==> src/hdl/fbpa_pkg.sv <==
// Shared types and constants for the fixed block pool allocator.
// Used by fbpa_ctrl, fbpa_dp and fixed_block_pool_allocator; depends on nothing.
package fbpa_pkg;

  // Number of slots in the pool and the widths that follow from it.
  localparam int SLOTS = 64;
  localparam int SLOT_W = (SLOTS > 1) ? $clog2(SLOTS) : 1;
  localparam int CNT_W = $clog2(SLOTS + 1);
  localparam int PROD_W = SLOT_W + 16;

  // Field and register widths.
  localparam int ADDR_W = 32;
  localparam int SIZE_W = 16;
  localparam int COUNT_W = 7;
  localparam int SLOT_IDX_W = 6;
  localparam int CFG_IDX_W = 2;

  // Restoring divider: one quotient bit per step.
  localparam int DIV_STEPS = 32;
  localparam int DIV_CNT_W = $clog2(DIV_STEPS);

  // Configuration register indexes.
  localparam logic [CFG_IDX_W-1:0] CFG_BASE_ADDRESS = 2'd0;
  localparam logic [CFG_IDX_W-1:0] CFG_BLOCK_SIZE = 2'd1;
  localparam logic [CFG_IDX_W-1:0] CFG_SLOT_COUNT = 2'd2;

  typedef enum logic [2:0] {
    STATUS_ALLOCATED = 3'd0,
    STATUS_FULL      = 3'd1,
    STATUS_FREED     = 3'd2,
    STATUS_DOUBLE    = 3'd3,
    STATUS_INVALID   = 3'd4
  } status_t;

  typedef enum logic [2:0] {
    FSM_IDLE,
    FSM_SCAN,
    FSM_MUL,
    FSM_DIV,
    FSM_LOOK,
    FSM_UPD,
    FSM_EMIT
  } fsm_t;

  // Commands from the controller to the datapath.
  typedef struct packed {
    logic    start;
    logic    scan_next;
    logic    alloc_mark;
    logic    div_step;
    logic    slot_load;
    logic    free_mark;
    logic    mul_load;
    logic    res_load;
    status_t res_code;
  } cmd_t;

  // Status from the datapath to the controller.
  typedef struct packed {
    logic scan_end;
    logic scan_hit;
    logic div_last;
    logic bad;
    logic slot_free;
  } stat_t;

endpackage

==> src/hdl/fixed_block_pool_allocator.sv <==
// Top level of the fixed block pool allocator: controller plus datapath.
// Depends on fbpa_pkg, fbpa_ctrl and fbpa_dp.
//
//   Channel  Handshake              Payload
//   req      req_valid/req_ready    mode, address
//   rsp      rsp_valid/rsp_ready    status, block_address, slot_num
//   cfg      cfg_valid/cfg_ready    cfg_index, cfg_data
//
// An allocate scans the slots, one slot per cycle, from slot 0 up to the effective slot
// count; the lowest free slot is marked in use and its block address multiplied out
// before the result register is loaded, or the pool is reported full. A free runs the
// 32-step restoring divider that turns the address offset into a slot number, then
// checks the slot number and, if it is valid, updates the free map. The controller is
// idle again as the result is loaded, so the next request can be accepted in the following cycle at the earliest.
// Synchronous reset marks every slot free and loads the register defaults.
// One transaction is worked on at a time; a finished result waits in the output
// register while the next request is accepted, and a stalled response holds the
// controller only when a second result is ready to be written.
module fixed_block_pool_allocator (
  input  logic                                 clk,
  input  logic                                 rst,
  input  logic                                 req_valid,
  output logic                                 req_ready,
  input  logic                                 mode,
  input  logic [fbpa_pkg::ADDR_W-1:0]          address,
  output logic                                 rsp_valid,
  input  logic                                 rsp_ready,
  output logic [2:0]                           status,
  output logic [fbpa_pkg::ADDR_W-1:0]          block_address,
  output logic [fbpa_pkg::SLOT_IDX_W-1:0]      slot_num,
  input  logic                                 cfg_valid,
  output logic                                 cfg_ready,
  input  logic [fbpa_pkg::CFG_IDX_W-1:0]       cfg_index,
  input  logic [fbpa_pkg::ADDR_W-1:0]          cfg_data
);

  fbpa_pkg::cmd_t  cmd;
  fbpa_pkg::stat_t stat;

  // Configuration writes are registered directly, so the port is always ready.
  // Writes to an index beyond the register list are dropped by the datapath.
  assign cfg_ready = 1'b1;

  // The controller sequences the scan, the division and the result hand-off.
  fbpa_ctrl u_ctrl (
    .clk       (clk),
    .rst       (rst),
    .req_valid (req_valid),
    .req_ready (req_ready),
    .req_mode  (mode),
    .rsp_valid (rsp_valid),
    .rsp_ready (rsp_ready),
    .cmd       (cmd),
    .stat      (stat)
  );

  // The datapath holds the configuration, the free map and the arithmetic.
  fbpa_dp u_dp (
    .clk               (clk),
    .rst               (rst),
    .cfg_valid         (cfg_valid),
    .cfg_index         (cfg_index),
    .cfg_data          (cfg_data),
    .req_address       (address),
    .cmd               (cmd),
    .stat              (stat),
    .rsp_status        (status),
    .rsp_block_address (block_address),
    .rsp_slot_num      (slot_num)
  );

endmodule

==> src/hdl/fbpa_ctrl.sv <==
// Controller state machine of the fixed block pool allocator.
// Depends on fbpa_pkg; drives the datapath fbpa_dp through cmd_t and reads stat_t.
module fbpa_ctrl (
  input  logic            clk,
  input  logic            rst,
  input  logic            req_valid,
  output logic            req_ready,
  input  logic            req_mode,
  output logic            rsp_valid,
  input  logic            rsp_ready,
  output fbpa_pkg::cmd_t  cmd,
  input  fbpa_pkg::stat_t stat
);

  fbpa_pkg::fsm_t    state;
  fbpa_pkg::fsm_t    state_next;
  fbpa_pkg::status_t res_code;
  fbpa_pkg::status_t res_code_next;
  logic              out_free;
  logic              rsp_valid_next;

  assign out_free = !rsp_valid || rsp_ready;

  always_ff @(posedge clk) begin
    if (rst) begin
      state     <= fbpa_pkg::FSM_IDLE;
      res_code  <= fbpa_pkg::STATUS_FULL;
      rsp_valid <= 1'b0;
    end else begin
      state     <= state_next;
      res_code  <= res_code_next;
      rsp_valid <= rsp_valid_next;
    end
  end

  // Next state and the status code that the result will carry.
  always_comb begin
    state_next    = state;
    res_code_next = res_code;
    case (state)
      fbpa_pkg::FSM_IDLE: begin
        if (req_valid) begin
          state_next = req_mode ? fbpa_pkg::FSM_DIV : fbpa_pkg::FSM_SCAN;
        end
      end
      fbpa_pkg::FSM_SCAN: begin
        if (stat.scan_end) begin
          res_code_next = fbpa_pkg::STATUS_FULL;
          state_next    = fbpa_pkg::FSM_EMIT;
        end else if (stat.scan_hit) begin
          state_next = fbpa_pkg::FSM_MUL;
        end
      end
      fbpa_pkg::FSM_MUL: begin
        res_code_next = fbpa_pkg::STATUS_ALLOCATED;
        state_next    = fbpa_pkg::FSM_EMIT;
      end
      fbpa_pkg::FSM_DIV: begin
        if (stat.div_last) begin
          state_next = fbpa_pkg::FSM_LOOK;
        end
      end
      fbpa_pkg::FSM_LOOK: begin
        if (stat.bad) begin
          res_code_next = fbpa_pkg::STATUS_INVALID;
          state_next    = fbpa_pkg::FSM_EMIT;
        end else begin
          state_next = fbpa_pkg::FSM_UPD;
        end
      end
      fbpa_pkg::FSM_UPD: begin
        res_code_next = stat.slot_free ? fbpa_pkg::STATUS_DOUBLE : fbpa_pkg::STATUS_FREED;
        state_next    = fbpa_pkg::FSM_EMIT;
      end
      fbpa_pkg::FSM_EMIT: begin
        if (out_free) begin
          state_next = fbpa_pkg::FSM_IDLE;
        end
      end
      default: begin
        state_next = fbpa_pkg::FSM_IDLE;
      end
    endcase
  end

  // Commands for the current state.
  always_comb begin
    req_ready      = 1'b0;
    cmd            = '0;
    cmd.res_code   = res_code;
    case (state)
      fbpa_pkg::FSM_IDLE: begin
        req_ready = 1'b1;
        cmd.start = req_valid;
      end
      fbpa_pkg::FSM_SCAN: begin
        cmd.scan_next  = !stat.scan_end && !stat.scan_hit;
        cmd.alloc_mark = !stat.scan_end && stat.scan_hit;
      end
      fbpa_pkg::FSM_MUL: begin
        cmd.mul_load = 1'b1;
      end
      fbpa_pkg::FSM_DIV: begin
        cmd.div_step = 1'b1;
      end
      fbpa_pkg::FSM_LOOK: begin
        cmd.slot_load = 1'b1;
      end
      fbpa_pkg::FSM_UPD: begin
        cmd.free_mark = !stat.slot_free;
      end
      fbpa_pkg::FSM_EMIT: begin
        cmd.res_load = out_free;
      end
      default: begin
        req_ready = 1'b0;
      end
    endcase
  end

  always_comb begin
    if (cmd.res_load) begin
      rsp_valid_next = 1'b1;
    end else if (rsp_ready) begin
      rsp_valid_next = 1'b0;
    end else begin
      rsp_valid_next = rsp_valid;
    end
  end

endmodule

==> src/hdl/fbpa_dp.sv <==
// Datapath of the fixed block pool allocator: configuration, free map, slot
// counter, restoring divider, slot multiplier and result register. Depends on fbpa_pkg.
module fbpa_dp (
  input  logic                                 clk,
  input  logic                                 rst,
  input  logic                                 cfg_valid,
  input  logic [fbpa_pkg::CFG_IDX_W-1:0]       cfg_index,
  input  logic [fbpa_pkg::ADDR_W-1:0]          cfg_data,
  input  logic [fbpa_pkg::ADDR_W-1:0]          req_address,
  input  fbpa_pkg::cmd_t                       cmd,
  output fbpa_pkg::stat_t                      stat,
  output logic [2:0]                           rsp_status,
  output logic [fbpa_pkg::ADDR_W-1:0]          rsp_block_address,
  output logic [fbpa_pkg::SLOT_IDX_W-1:0]      rsp_slot_num
);

  logic [fbpa_pkg::ADDR_W-1:0]    base_address;
  logic [fbpa_pkg::SIZE_W-1:0]    block_size;
  logic [fbpa_pkg::COUNT_W-1:0]   slot_count;
  logic [fbpa_pkg::SLOTS-1:0]     free_map;

  logic [fbpa_pkg::CNT_W-1:0]     slot;
  logic [fbpa_pkg::CNT_W-1:0]     eff_count;
  logic [fbpa_pkg::SLOT_W-1:0]    slot_sel;
  logic [fbpa_pkg::ADDR_W-1:0]    slot_wide;

  logic [fbpa_pkg::ADDR_W-1:0]    quo;
  logic [fbpa_pkg::SIZE_W-1:0]    rem;
  logic [fbpa_pkg::DIV_CNT_W-1:0] div_cnt;
  logic                           pre_bad;
  logic [fbpa_pkg::SIZE_W:0]      rem_sh;
  logic [fbpa_pkg::SIZE_W:0]      rem_diff;
  logic                           rem_ge;

  logic [fbpa_pkg::PROD_W-1:0]    mul_full;
  logic [fbpa_pkg::ADDR_W-1:0]    prod;

  // Slot count is clamped to the pool size.
  always_comb begin
    if ({{(32 - fbpa_pkg::COUNT_W){1'b0}}, slot_count} > 32'(fbpa_pkg::SLOTS)) begin
      eff_count = fbpa_pkg::CNT_W'(fbpa_pkg::SLOTS);
    end else begin
      eff_count = fbpa_pkg::CNT_W'(slot_count);
    end
  end

  assign slot_sel  = slot[fbpa_pkg::SLOT_W-1:0];
  assign slot_wide = {{(fbpa_pkg::ADDR_W - fbpa_pkg::CNT_W){1'b0}}, slot};

  // One restoring division step.
  assign rem_sh   = {rem, quo[fbpa_pkg::ADDR_W-1]};
  assign rem_ge   = rem_sh >= {1'b0, block_size};
  assign rem_diff = rem_sh - {1'b0, block_size};

  assign mul_full = fbpa_pkg::PROD_W'(slot_sel) * fbpa_pkg::PROD_W'(block_size);

  assign stat.scan_end  = slot >= eff_count;
  assign stat.scan_hit  = free_map[slot_sel];
  assign stat.slot_free = free_map[slot_sel];
  assign stat.div_last  = div_cnt == fbpa_pkg::DIV_CNT_W'(fbpa_pkg::DIV_STEPS - 1);
  assign stat.bad       = pre_bad || (rem != '0) ||
                          (quo >= {{(fbpa_pkg::ADDR_W - fbpa_pkg::CNT_W){1'b0}}, eff_count});

  always_ff @(posedge clk) begin
    if (rst) begin
      base_address <= '0;
      block_size   <= 16'd16;
      slot_count   <= 7'd64;
    end else if (cfg_valid) begin
      case (cfg_index)
        fbpa_pkg::CFG_BASE_ADDRESS: base_address <= cfg_data;
        fbpa_pkg::CFG_BLOCK_SIZE:   block_size   <= cfg_data[fbpa_pkg::SIZE_W-1:0];
        fbpa_pkg::CFG_SLOT_COUNT:   slot_count   <= cfg_data[fbpa_pkg::COUNT_W-1:0];
        default: begin
        end
      endcase
    end
  end

  always_ff @(posedge clk) begin
    if (rst) begin
      free_map <= '1;
    end else if (cmd.alloc_mark) begin
      free_map[slot_sel] <= 1'b0;
    end else if (cmd.free_mark) begin
      free_map[slot_sel] <= 1'b1;
    end
  end

  always_ff @(posedge clk) begin
    if (cmd.start) begin
      slot <= '0;
    end else if (cmd.scan_next) begin
      slot <= slot + fbpa_pkg::CNT_W'(1);
    end else if (cmd.slot_load) begin
      slot <= quo[fbpa_pkg::CNT_W-1:0];
    end
  end

  always_ff @(posedge clk) begin
    if (cmd.start) begin
      quo     <= req_address - base_address;
      rem     <= '0;
      div_cnt <= '0;
      pre_bad <= (req_address < base_address) || (block_size == '0);
    end else if (cmd.div_step) begin
      quo     <= {quo[fbpa_pkg::ADDR_W-2:0], rem_ge};
      rem     <= rem_ge ? rem_diff[fbpa_pkg::SIZE_W-1:0] : rem_sh[fbpa_pkg::SIZE_W-1:0];
      div_cnt <= div_cnt + fbpa_pkg::DIV_CNT_W'(1);
    end
  end

  always_ff @(posedge clk) begin
    if (cmd.mul_load) begin
      prod <= {{(fbpa_pkg::ADDR_W - fbpa_pkg::PROD_W){1'b0}}, mul_full};
    end
  end

  always_ff @(posedge clk) begin
    if (cmd.res_load) begin
      rsp_status <= cmd.res_code;
      if (cmd.res_code == fbpa_pkg::STATUS_ALLOCATED) begin
        rsp_block_address <= base_address + prod;
      end else begin
        rsp_block_address <= '0;
      end
      if (cmd.res_code == fbpa_pkg::STATUS_ALLOCATED ||
          cmd.res_code == fbpa_pkg::STATUS_FREED ||
          cmd.res_code == fbpa_pkg::STATUS_DOUBLE) begin
        rsp_slot_num <= slot_wide[fbpa_pkg::SLOT_IDX_W-1:0];
      end else begin
        rsp_slot_num <= '0;
      end
    end
  end

endmodule

==> config.mk <==
export PLATFORM = sky130hd
export DESIGN_NAME = fixed_block_pool_allocator
export DESIGN_NICKNAME = d
export VERILOG_FILES = /design/src/hdl/fbpa_pkg.sv /design/src/hdl/fixed_block_pool_allocator.sv /design/src/hdl/fbpa_ctrl.sv /design/src/hdl/fbpa_dp.sv
export SDC_FILE = /design/constraint.sdc
export NUM_CORES = 1
export LEC_CHECK = 0
export ABC_AREA = 1
export BUFFER_PORTS_ARGS = -buffer_cell sky130_fd_sc_hd__clkbuf_2
export CORE_ASPECT_RATIO = 0.5
export CORE_MARGIN = 3
export CORE_UTILIZATION = 46
export DETAILED_ROUTE_END_ITERATION = 8
export PLACE_DENSITY = 0.74
export SYNTH_ARGS = -nofsm -noshare
export SYNTH_HDL_FRONTEND = slang
export SYNTH_HIERARCHICAL = 1
export SYNTH_SLANG_ARGS = --single-unit
export TNS_END_PERCENT = 10
==> constraint.sdc <==
create_clock -name clk -period 6.6 [get_ports clk]
set_input_delay 0.33 -clock clk [delete_from_list [all_inputs] [get_ports clk]]
set_output_delay 0.33 -clock clk [all_outputs]
set_load 0.03 [all_outputs]
* Word-level counts from Yosys, hierarchy flattened *
Index checks and enable logic that the tools add are counted.

operators by class
  add/subtract/negate cells = 5
  $mul = 1
  $lt $le $gt $ge = 7
  eq/ne operators = 17
  muxes and demuxes = 34
  bitwise gates (word level) = 3
  reduce and logical (&&, ||, !) cells = 28

operators with widths
  operator               count
  $mux W64               2
  $and A64 B64 Y64       1
  $mux W32               2
  $not A64 Y64           1
  $or A64 B64 Y64        1
  $add A32 B22 Y32       1
  $ge A32 B7 Y1          1
  $lt A32 B32 Y1         1
  $sub A32 B32 Y32       1
  $mul A6 B16 Y22        1
  $mux W3                7
  $mux W7                3
  $pmux W3 S6            1
  $ge A17 B16 Y1         1
  $logic_not A16 Y1      1
  $mux W16               1
  $reduce_bool A16 Y1    1
  $sub A16 B16 Y16       1
  $eq A3 B2 Y1 const B   4
  $mux W1                12
  $pmux W3 S4            1
  $eq A3 B3 Y1 const B   3
  $reduce_bool A2 Y1     4
  $add A7 B1 Y7 const B  1
  25 further kinds       42

storage, ports and cells
  bits in registers = 250
  bits of input ports = 72
  output and inout bits = 44
  word-level logic and storage cells = 111

* Logic depth before layout (Yosys ltp) *
  depth in word-level cells = 7
  gate-level depth with buffers = 24
  mapped depth without buffers = 21

* Cells and area by module *
The synthesis kept the hierarchy.

modules (own cells, without submodules)
  module                      times used  cells an instance  area each (um^2)  sequential area each (um^2)
  fbpa_dp                     1           2,814              18,903.1          5,825.6
  fbpa_ctrl                   1           83                 499.2             140.1
  fixed_block_pool_allocator  1           2                  11.3              0.0

* Least setup slack after synthesis *
Ideal clock, no wire load.

  path type = reg2reg
  start = register u_dp/slot[5] (netlist name)
  end = register u_dp/prod[13] (netlist name) (data pin)
  library setup time = 252 ps
  data arrival time = 3,922 ps
  required time = 6,348 ps
  setup slack = 2,426 ps
  cell stages (with the launch flop) = 19
  buffers on the path = 2
  clock period less this slack = 4,174 ps
  path through = dfxtp_1 -> clkbuf_1 -> buf_1 -> nand2_1 -> inv_1 -> fa_1 -> fa_1 -> inv_1 -> fa_1 -> inv_1 -> ha_1 -> a21oi_1 -> nand2_1 -> a21oi_1 -> o21ai_1 -> nand3_1 -> nand2_1 -> nand2_1 -> nand2_1

on the way
  word-level cells in the longest chain between the ends = 1

ends and longest elaborated chain
  element                     line            RTL
  from (decl)                 fbpa_dp.sv:22   logic [fbpa_pkg::CNT_W-1:0] slot;
  from (signal assigned)      fbpa_dp.sv:94   slot <= slot + fbpa_pkg::CNT_W'(1);
  from (signal assigned)      fbpa_dp.sv:96   slot <= quo[fbpa_pkg::CNT_W-1:0];
  $mul A6 B16 Y22             fbpa_dp.sv:55   assign mul_full = fbpa_pkg::PROD_W'(slot_sel) * fbpa_pkg::PROD_W'(block_size);
  net u_dp.mul_full, one bit  fbpa_dp.sv:35   logic [fbpa_pkg::PROD_W-1:0] mul_full;
  to (signal assigned)        fbpa_dp.sv:115  prod <= {{(fbpa_pkg::ADDR_W - fbpa_pkg::PROD_W){1'b0}}, mul_full};
  to (decl)                   fbpa_dp.sv:36   logic [fbpa_pkg::ADDR_W-1:0] prod;

The timed path passes the listed nets, and every way through them passes these cells.
A chain may end at the register's enable or synchronous reset.

* Worst setup path after layout *
  start = register u_dp/slot[4] (netlist name)
  end = register u_dp/prod[13] (netlist name) (data pin)

The elaborated chain is that of the path after synthesis.

==> impl_metrics.tcl <==
set metrics [dict create \
    mostFrequentLayoutCell "nand2_1" \
    finalHoldViolCount 0 \
    ant_nets 0 \
    critPathRequiredTime_ns 6.91 \
    hold_class "in -> reg" \
    multi_input_area_sq_mm 0.0110 \
    drive_above_1_share_pct 7.87 \
    yosys.cell_types.count 56 \
    synthMuxAreaShare_pct 0 \
    routabilityCongestion 0.950 \
    syn-cell-area_sq_mm 0.0194 \
    synth_top_family_by_area "simple AND/OR/NAND/NOR gates" \
    yosysSeqAreaShare_pct 30.7 \
    synth-xor-area-share_pct 1.22 \
    max-slew-margin-rel_pct 16.2 \
    post-cts-setup-buffers 0 \
    clockBufferDepth 3 \
    drt_iter0_drc 1595 \
    fmax_mhz 220 \
    mostFrequentLayoutCells "903 x nand2_1, 537 x inv_1, 214 x a21oi_1, 175 x nor2_1, 155 x o21ai_0" \
    grt_max_degree 66 \
    ir_drop_v 0.000263 \
    crit_arrival_ns 4.86 \
    cts.root.buffer_cell "clkbuf_16" \
    fp.dieH_microns 151 \
    path_class "reg -> reg" \
    start_kind "flop" \
    slew_viol_final 0 \
    crit_path_start "u_dp/slot[4]" \
    numClockSinks 250 \
    finalCritPeriodShare_pct 68.8 \
    std_cell_rows 52 \
    numCtsBuffers 25 \
    post_cts_resized 0 \
    start_util_pct 47.3 \
    nets 3206 \
    dp_hpwl_mm 42.8 \
    drv_cap 0 \
    cts_tree "done" \
    ys.flop_type "dfxtp_1" \
    cp-end-kind "flop" \
    vias 18300 \
    routedWlPerCell_microns 15.6 \
    overflow 0 \
    clk_pin_slew_ns 0.07 \
    outcome "finished clean" \
    worst-path-max-fanout 25 \
    finClkSkew_ns 0.00992 \
    hold_buffers 0 \
    yosys_warnings 6 \
    synth_edf_count 96 \
    synth_compound_area_share_pct 12.4 \
    yosys.area_share.simple_pct 29.0 \
    leakage_nw 11.0 \
    setup_viol 0 \
    grt_pass1_vias 16900 \
    place_ws_ns 2.13 \
    pin_count 116 \
    worst_skew_pair.late_latency_ns 0.55 \
    powerDensity_mw_per_mm2 339 \
    worstHoldStart "cfg_data[2]" \
    vias_per_cell 5.17 \
    htree_num_levels 1 \
    n_fill_cell 4076 \
    r2r_setup_slack_ns 2.06 \
    rsz0062_at_grt "false" \
    holdWs_ns 0.0461 \
    synth-seq-cells 250 \
    grt_pass1_wl_mm 87.8 \
    synthAdderAreaFrac_pct 13.7 \
    setup_tns_ns 0 \
    drcViolationCount 0 \
    seq_area_sq_mm 0.00597 \
    dieArea_sq_mm 0.0449 \
    routed_wl_mm 55.2 \
    setup_slack_ns 2.06 \
    die_x_microns 297 \
    async_reset_ff_share_pct 0 \
    synth.net_count 3148 \
    portBuffers 114 \
    synth.avg_cell_area_sq_um 6.70 \
    r2r_start "u_dp/slot[4]" \
    syn_inst 2899 \
    worst_pin_slew_ns 1.26 \
    antenna_found_initial 4 \
    dr.pass1.iters 6 \
    final_util_pct 51.6 \
    coreArea_sq_mm 0.0411 \
    syn_to_final_growth_pct 9.11 \
    grt_use_total_pct 24.3 \
    period_minus_slack_ns 4.54 \
]
==> per-layer routing <==
layer  wire length (microns)  part of all wire [%]  track usage [%]  vias to the layer above
met1                   24700                    45             32.4                     8362
met5                      23                 0.042                0                        -
met4                    1910                   3.4             8.73                        4
li1                        -                     -                -                     9250
met2                   24700                    45             39.8                      577
met3                    3900                   7.1             4.32                      113
==> Yosys cell counts, types with 2 or more instances <==
| cell | number | share of area, % |
|---|---|---|
| nand3_2 | 10 | 0.52 |
| o21ai_1 | 29 | 0.75 |
| a21boi_0 | 3 | 0.12 |
| nand3b_1 | 11 | 0.43 |
| dfxtp_1 | 154 | 16 |
| nor3_2 | 6 | 0.31 |
| buf_1 | 11 | 0.21 |
| or2_0 | 2 | 0.064 |
| o22ai_1 | 3 | 0.097 |
| nand2_1 | 903 | 17 |
| a21oi_2 | 4 | 0.18 |
| buf_6 | 3 | 0.17 |
| inv_1 | 538 | 10 |
| o21bai_1 | 5 | 0.19 |
| xor2_1 | 12 | 0.54 |
| nand2_2 | 6 | 0.19 |
| nand4_1 | 24 | 0.77 |
| a21o_1 | 4 | 0.15 |
| o211ai_1 | 2 | 0.077 |
| or2_1 | 3 | 0.097 |
| buf_4 | 4 | 0.15 |
| nor2_4 | 2 | 0.12 |
| buf_2 | 20 | 0.52 |
| nand3_1 | 129 | 3.3 |
| nor3_1 | 31 | 0.80 |
| fa_1 | 60 | 6.2 |
| o21ai_0 | 155 | 4.0 |
| nor4_1 | 15 | 0.48 |
| clkbuf_1 | 55 | 1.1 |
| o311ai_1 | 15 | 0.68 |
| and2_1 | 5 | 0.16 |
| nor2_2 | 12 | 0.39 |
| xnor2_1 | 15 | 0.68 |
| a31oi_1 | 8 | 0.26 |
| or2_2 | 5 | 0.16 |
| a21oi_1 | 214 | 5.5 |
| inv_2 | 14 | 0.27 |
| edfxtp_1 | 96 | 15 |
| ha_1 | 117 | 7.5 |
| nor2_1 | 178 | 3.4 |
==> report_power, final <==
| part | switching [mW] | internal (mW) |
|---|---|---|
| Combinational | 2.38 | 1.11 |
| Sequential | 0.285 | 1.94 |
| Clock | 0.643 | 0.827 |
| Total | 3.30 | 3.88 |
==> final cells by class <==
class | instances | area share [%]
clock buffers | 31 | 3.11
repair buffers | 125 | 3.08
inverters | 553 | 9.80
flip-flops and latches | 250 | 28.2
clock inverters | 14 | 0.721
diodes | 2 | 0.0236
well taps | 567 | 3.35
multi-input cells | 2002 | 51.8
==> metrics by stage <==
| stage | instance area [sq um] | std cells | power [mW] |
|---|---|---|---|
| finish | 21200 | 3544 | 7.18 |
| global placement | 20400 | 3497 | 5.61 |
| global route | 21200 | 3543 | 7.75 |
| detailed placement | 20400 | 3497 | 5.68 |
| CTS | 21200 | 3542 | 7.17 |
| floorplan | 19400 | 2899 | 4.91 |
==> kinds of logic (layout without fill, tap and decap cells) <==
logic type                 count (synthesis)  in the layout
and+or+nand+nor                         1347           1347
xor gates and xnor gates                  27             27
DFF                                      250            250
adders and majority gates                177            177
AOI/OAI and AO/OA                        450            450
buffers and inverters                    647            723
other                                      1              3
==> worst max-delay path, stage by stage, from the launching register on <==
cell,delay [ns]
dfxtp_1,1.02
nand2_1,0.13
inv_1,0.12
fa_1,0.45
fa_1,0.54
inv_1,0.06
fa_1,0.52
inv_1,0.04
ha_1,0.35
a21oi_1,0.21
nand2_1,0.11
a21oi_1,0.28
o21ai_1,0.19
nand3_1,0.12
nand2_1,0.06
nand2_1,0.06
nand2_1,0.04
==> path summary, 6_finish.rpt <==
check                             to  cells after the start
setup / recovery       u_dp/prod[13]                     16
hold / removal    u_dp/slot_count[2]                      3
setup reg to reg       u_dp/prod[13]                     16
hold reg to reg   u_dp/slot_count[0]                      2
No activity file was read; power rests on OpenSTA's default activity.
